File: config.mk
export PLATFORM = sky130hd
export DESIGN_NAME = acv_ctrl
export DESIGN_NICKNAME = d
export VERILOG_FILES = /design/src/acv_pkg.sv /design/src/acv_ctrl.sv
export VERILOG_INCLUDE_DIRS = /design/src /design/src/src
export SDC_FILE = /design/constraint.sdc
export NUM_CORES = 1
export LEC_CHECK = 0
export BUFFER_PORTS_ARGS = -buffer_cell sky130_fd_sc_hd__clkbuf_2
export CORE_AREA = 2 2 39 41
export CTS_CLUSTER_SIZE = 20
export DETAILED_ROUTE_END_ITERATION = 12
export DIE_AREA = 0 0 41 43
export PLACE_DENSITY = 0.43
export SYNTH_ARGS = -nofsm -noshare
export SYNTH_HDL_FRONTEND = slang
export SYNTH_SLANG_ARGS = --single-unit
File: constraint.sdc
create_clock -name clk -period 3.2 [get_ports clk]
set_clock_uncertainty 0.15 [all_clocks]
set_input_delay 0.16 -clock clk [delete_from_list [all_inputs] [get_ports clk]]
set_output_delay 0.16 -clock clk [all_outputs]
set_load 0.03 [all_outputs]
File: src/annotation_container_validator_defines.svh
// assertion macros shared by the design files
`ifndef ANNOTATION_CONTAINER_VALIDATOR_DEFINES_SVH
`define ANNOTATION_CONTAINER_VALIDATOR_DEFINES_SVH
`define ACV_ASSERT(lbl, prop, msg) \
  lbl: assert property (@(posedge clk) disable iff (rst) (prop)) else $error(msg);
`define ACV_ASSERT_RST(lbl, prop, msg) \
  lbl: assert property (@(posedge clk) (prop)) else $error(msg);
`endif

File: src/acv_pkg.sv
// ----------------------------------------------------------------------------
// acv_pkg
// types and constants shared by the annotation container validator
// ----------------------------------------------------------------------------
`timescale 1ns / 1ps
`default_nettype none
package acv_pkg;
  localparam int unsigned MaxEntries = 100000;
  localparam logic [23:0] MaxFileBytes = 24'd8388608;
  localparam logic [4:0] ExtLimit = 5'd16;

  typedef enum logic [2:0] {
    FLT_NONE = 3'd0, FLT_OVERSIZE = 3'd1, FLT_MAGIC = 3'd2, FLT_COUNT = 3'd3,
    FLT_INDEX = 3'd4, FLT_LENGTH = 3'd5, FLT_TRUNC = 3'd6, FLT_VALUE = 3'd7
  } fault_t;

  typedef enum logic [2:0] {
    PH_MAGIC = 3'd0, PH_COUNT = 3'd1, PH_INDEX = 3'd2, PH_LENGTH = 3'd3,
    PH_VALUE = 3'd4, PH_DONE = 3'd5
  } phase_t;

  // controller to datapath
  typedef struct packed {
    logic take;       // byte accepted
    logic walk_start; // begin backward walk of buffered value
    logic walk_step;  // consume one buffered byte
    logic walk_pass;  // walk finished without fault
    logic walk_fail;  // walk fault
    logic clear;      // verdict issued
  } acv_cmd_t;

  // datapath to controller
  typedef struct packed {
    logic value_full; // last value byte arrives with this beat
    logic walk_done;  // walk finished (pass or fail) this cycle
    logic walk_ok;
  } acv_sts_t;

  function automatic logic [4:0] hex_digit(input logic [7:0] c);
    if (c >= 8'h30 && c <= 8'h39) return {1'b0, c[3:0]};
    if (c >= 8'h41 && c <= 8'h46) return {1'b0, c[3:0] + 4'd9};
    return 5'h10;
  endfunction
endpackage
`default_nettype wire

File: src/acv_ctrl.sv
// ----------------------------------------------------------------------------
// acv_ctrl
// handshake and walk sequencing
// ----------------------------------------------------------------------------
`timescale 1ns / 1ps
`default_nettype none
`include "annotation_container_validator_defines.svh"
module acv_ctrl
  import acv_pkg::*;
(
  input  wire logic clk,
  input  wire logic rst,
  input  wire logic in_valid,
  output logic      in_ready,
  input  wire logic in_last,
  output logic      out_valid,
  input  wire logic out_ready,
  output acv_cmd_t  cmd,
  input  wire acv_sts_t sts,
  output logic      cap
);
  typedef enum logic [1:0] {S_IN, S_WALK, S_OUT} st_t;
  st_t state;
  logic walk_last;

  assign in_ready = (state == S_IN) && !(out_valid && !out_ready);
  always_comb begin
    cmd = '0;
    cmd.take = in_valid && in_ready;
    cmd.walk_start = cmd.take && sts.value_full;
    cmd.walk_step = (state == S_WALK) && !sts.walk_done;
    cmd.walk_pass = (state == S_WALK) && sts.walk_done && sts.walk_ok;
    cmd.walk_fail = (state == S_WALK) && sts.walk_done && !sts.walk_ok;
    cmd.clear = cap;
  end
  // verdict captured on the final byte unless a walk is pending
  assign cap = (in_valid && in_ready && in_last && !sts.value_full) ||
               ((state == S_WALK) && sts.walk_done && walk_last);

  always_ff @(posedge clk) begin
    if (rst) begin
      state <= S_IN; walk_last <= 1'b0; out_valid <= 1'b0;
    end else begin
      if (out_valid && out_ready) out_valid <= 1'b0;
      if (cap) out_valid <= 1'b1;
      unique case (state)
        S_IN: if (cmd.walk_start) begin
          state <= S_WALK; walk_last <= in_last;
        end
        S_WALK: if (sts.walk_done) state <= S_IN;
        default: state <= S_IN;
      endcase
    end
  end

  `ACV_ASSERT(a_walk_excl, (state == S_WALK) |-> !in_ready, "input open during walk")
  `ACV_ASSERT(a_cap_room, cap |-> !(out_valid && !out_ready), "verdict overwrites")
  `ACV_ASSERT(a_pass_fail, !(cmd.walk_pass && cmd.walk_fail), "walk pass and fail")
endmodule
`default_nettype wire

==> qor.yml, run 1 <==
outcome: "complete, no violations"
post_cts_buffers: 0
drtPass1Iterations: 1
synth_cells: 22
fp.coreArea_um2: 1384
dieArea_um2: 1763
setup_tns_ns: 0
ios: 17
synth-seq-cells: 3
final_common_cell: "clkbuf_2"
synth-seq-area-share: 0.3221
antenna_found_initial: 0
wl_per_cell_um: 7.828
die_w_um: 41
holdCritPathClass: "in -> reg"
register_area_um2: 60.06
dr.max_layer_used: "met3"
p_total_w: 0.0001381
avgSynthCellArea_um2: 8.474
reg2reg_slack_ns: 2.07
dp_hpwl_um: 403
detail-route-antenna-nets: 0
wl_met2_um: 241
dr.first_iter.drc_count: 0
cts-resized-gates: 0
cp-end-kind: "output pin"
synth_area_leaders: "dfxtp_1, a31oi_1, nand2b_1, and3_4, mux2i_1"
cp-startpoint: "state[0]"
ir_drop_uv: 108.5
p_per_area_nw_per_um2: 437.9
grt_pass1_vias: 188
portBuffers: 16
syn_area_um2: 186.4
grt_overflow: 0
vias_per_cell: 3.776
place_ws_ns: 1.911
yosysWarnings: 0
crit_chain: "nor2b_2 -> nand4b_1 -> nand2_1 -> clkbuf_2"
cap_violations: 0
cp_max_fo: 6
period_minus_slack_ns: 1.527
drc_errors: 0
tritoncts: "done"
wl_met1_um: 170
clk_pin_slew_worst_paths_ns: 0.04
syn_nets: 30
setup_viol: 0
worstPathArrival_ns: 1.22
critical_path_class: "reg -> out"
drt-total-wl_um: 454
grt_max_degree: 7
clock_latency_ns: 0.23
grt_pass1_wl_um: 703
fill_cells: 168
cts_max_path_buffers: 2
reg2reg_to: "walk_last"
power_leakage_nw: 0.1587
cpLargestDelayFamily: "simple AND/OR/NAND/NOR gates"
worstMarginPinSlew_ns: 0.1639
fin_nets: 51
slowest_stage: "dfxtp_1"
vias: 219
clock-sinks: 3
globalRouteTotalUtil: 0.06520
synth_area_leader_cell: "dfxtp_1"
cpPeakStageDelay_ns: 0.34
final_util: 0.2278
layout_common_cells: "clkbuf_2, clkbuf_4, dfxtp_1"
crit_buf_inv: 1
wl_met3_um: 42
crit_end: "cmd[0]"
gp_congestion: 0.6044
finalCritPeriodShare: 0.4771
report.final.slew_viol_count: 0
h-tree-depth: 1
worst_ep_required_time_ns: 2.89
cp-start-kind: "register"
drive_gt1_frac: 0.5238
synth_cell_types: 16
multiInputGateArea_um2: 118.9
hold_buffers: 1
start_util: 0.1347
diodes: 0
r2r-start: "state[0]"
area_growth_pct: 69.13
cts-root-buf: "clkbuf_4"
rsz0062_at_grt: "false"
slew_headroom: 0.8903
cp.depth: 4
r2r_cells: 3
fmax_mhz: 655.0
cts_made_buffers: 3
hold_viol_final: 0
die_y_um: 43
row_count: 14
layout_setup_ws_ns: 1.673
synth_top_area_share: 0.3221
[tightest hold or removal path, delay by kind of cell]
family	cells	cell delay [ns]
multiplexers	1	0.06
buffers and inverters	1	0.09
AND/OR/NAND/NOR	1	0.06
[flip-flops by register name (all words and copies together), names as in the netlist]
| register | flops |
|---|---|
| out_valid | 1 |
| state | 1 |
| walk_last | 1 |
[synthesized netlist by cell type]
library cell	count
buf_4	1
nand2_1	2
and2b_1	1
mux2i_1	1
nand3_1	1
nor2_1	2
and3_4	1
nand2b_2	1
and2_1	1
nor2b_1	1
nand4b_1	1
dfxtp_1	3
a31oi_1	2
nor2b_2	1
and3_1	1
nand2b_1	2
[per-stage QoR]
stage	std cells	hold slack (ns)	instance area (um2)
3_5_place_dp	53	0.2248	279.0
3_3_place_gp	53	0.2220	279.0
2_1_floorplan	22	0.07941	186.4
5_1_grt	58	0.06441	315.3
6_report	58	0.04589	315.3
4_1_cts	58	0.04974	315.3
[final cells by class]
type / count / share of cell area
repair buffers: 17 / 0.2857
well taps: 16 / 0.06349
flip-flops and latches: 3 / 0.1905
multi-input cells: 18 / 0.3770
clock buffers: 4 / 0.08333
[worst min path at each step]
stage | start | to | cells past startpoint
floorplan | rst | out_valid | 1
global placement | rst | out_valid | 2
detailed placement | rst | out_valid | 2
CTS | in_last | walk_last | 3
global route | in_last | walk_last | 3
finish | in_last | walk_last | 3
[kinds of logic (layout without fill, tap and decap cells)]
group,Yosys count,count (layout),synth area share
buffers and inverters,1,21,0.04028
AOI/OAI and AO/OA,2,2,0.06710
and+or+nand+nor,15,15,0.5169
DFF,3,3,0.3222
muxes,1,1,0.05369
[per-layer routing]
| metal | global-route usage | vias to the layer above |
|---|---|---|
| met3 | 0.04712 | 0 |
| met2 | 0.08125 | 6 |
| met5 | 0 | - |
| li1 | - | 116 |
| met1 | 0.06731 | 97 |
| met4 | 0.06000 | 0 |
[where the power goes]
| group | leakage, nW | internal (W) | switching [W] |
|---|---|---|---|
| Combinational | 0.119 | 0.0000133 | 0.0000194 |
| Sequential | 0.0245 | 0.0000396 | 0.00000154 |
| Clock | 0.0150 | 0.0000466 | 0.0000176 |
No activity file was read; power rests on OpenSTA's default activity.
==> run 2, diff against run 1 <==
clock period = 1.59 ns   (was 3.2 ns; I/O delays follow)
==> qor.yml, run 2 (same netlist as run 1, synthesis figures left out) <==
setup_viol: 0
period_minus_slack_ns: 1.463
slowest_stage: "dlygate4sd3_1"
cts_max_path_buffers: 2
antenna_found_initial: 0
tritoncts: "done"
clock_latency_ns: 0.23
worstPathArrival_ns: 1.23
dieArea_um2: 1763
layout_common_cells: "clkbuf_2, clkbuf_4, dlygate4sd3_1, dfxtp_1"
wl_per_cell_um: 7.850
power_leakage_nw: 0.1670
ios: 17
finalCritPeriodShare: 0.9200
vias: 233
die_y_um: 43
clock-sinks: 3
fmax_mhz: 683.6
fin_nets: 53
holdCritPathClass: "in -> reg"
drc_errors: 0
detail-route-antenna-nets: 0
crit_top_cell: "clkbuf_2"
cp-end-kind: "output pin"
clk_pin_slew_worst_paths_ns: 0.03
grt_pass1_wl_um: 655
cpPeakStageDelay_ns: 0.53
largestRegisters: "out_valid x1, state x1, walk_last x1"
drt-total-wl_um: 471
critical_path_class: "in -> out"
cap_violations: 0
area_growth_pct: 79.87
power_frac_comb: 0.247
reg2reg_slack_ns: 0.45
slew_headroom: 0.8820
cpLargestDelayFamily: "buffers and inverters"
crit_buf_inv: 3
drtPass1Iterations: 2
drive_gt1_frac: 0.5000
gp_congestion: 0.6500
crit_chain: "dlygate4sd3_1 -> clkbuf_2 -> nand4b_1 -> nand2_1 -> clkbuf_2"
ir_drop_uv: 228.8
final_common_cell: "clkbuf_2"
row_count: 14
fill_cells: 167
clkPwrFrac: 0.460
seq_power_share: 0.293
diodes: 0
grt_overflow: 0
portBuffers: 16
grt_pass1_vias: 196
fp.coreArea_um2: 1384
worst_ep_required_time_ns: 1.36
die_w_um: 41
hold_viol_final: 0
cp_max_fo: 3
final_util: 0.2423
p_sw_frac: 0.2804
cp-start-kind: "primary input"
report.final.slew_viol_count: 0
start_util: 0.1347
p_sw_w: 0.00007924
cts-resized-gates: 0
worstMarginPinSlew_ns: 0.1768
setup_tns_ns: 0
p_per_area_nw_per_um2: 842.9
grt_max_degree: 7
vias_per_cell: 3.883
h-tree-depth: 1
p_int_w: 0.0002034
cts_made_buffers: 3
dr.first_iter.drc_count: 1
rsz0062_at_grt: "false"
outcome: "complete, no violations"
cts-root-buf: "clkbuf_4"
globalRouteTotalUtil: 0.06118
run 2: power by group through the flow:
stage               sequential, W  clock (W)  combinational [W]
floorplan               0.0000856          0          0.0000415
global placement        0.0000840          0          0.0000652
detailed placement      0.0000840          0          0.0000651
CTS                     0.0000828   0.000139          0.0000710
global route            0.0000833   0.000143          0.0000752
finish                  0.0000829   0.000130          0.0000698
run 2: layout make-up:
cell class	instances	area [um2]	area share
Multi-Input combinational cell	18	118.9	0.3545
Timing Repair Buffer	19	110.1	0.3284
Sequential cell	3	60.06	0.1791
Clock buffer	4	26.28	0.07836
Tap cell	16	20.02	0.05970
run 2: metrics by stage:
step / total power [W] / worst slack [ns] / instance area, um2 / hold slack, ns / cells
final: 0.0002826 / 0.1271 / 335.3 / 0.03705 / 60
after global routing: 0.0003015 / 0.04575 / 335.3 / 0.07969 / 60
after CTS: 0.0002930 / 0.1161 / 335.3 / 0.03302 / 60
after detailed placement: 0.0001491 / 0.4039 / 279.0 / 0.1451 / 53
after global placement: 0.0001492 / 0.4167 / 279.0 / 0.1458 / 53
after floorplan: 0.0001270 / 0.1605 / 186.4 / -0.001086 / 22
run 2: what timing repair did:
item / 4_1_cts / 5_1_grt
endpoints found under the hold margin: 3 / 0
hold buffers: 3 / 0
setup buffers: 0 / 0
run 2: worst paths after layout:
path | from | endpoint | cells after the start
worst max register to register | state[0] | walk_last | 3
worst min register to register | walk_last | walk_last | 2
worst min-delay path | sts[1] | out_valid | 3
worst max-delay path | sts[2] | cap | 5
run 2: layer usage:
metal  global-route usage  vias up  part of all wire
met5                    0        -                 0
met4              0.06000        0                 0
met3              0.04712        0             0.085
met2              0.08438        6              0.56
met1              0.05128      106              0.36
li1                     -      121                 -
run 2: worst min-delay path: stages:
cell	delay (ns)
clkbuf_2	0.10
nand3_1	0.10
a31oi_1	0.08
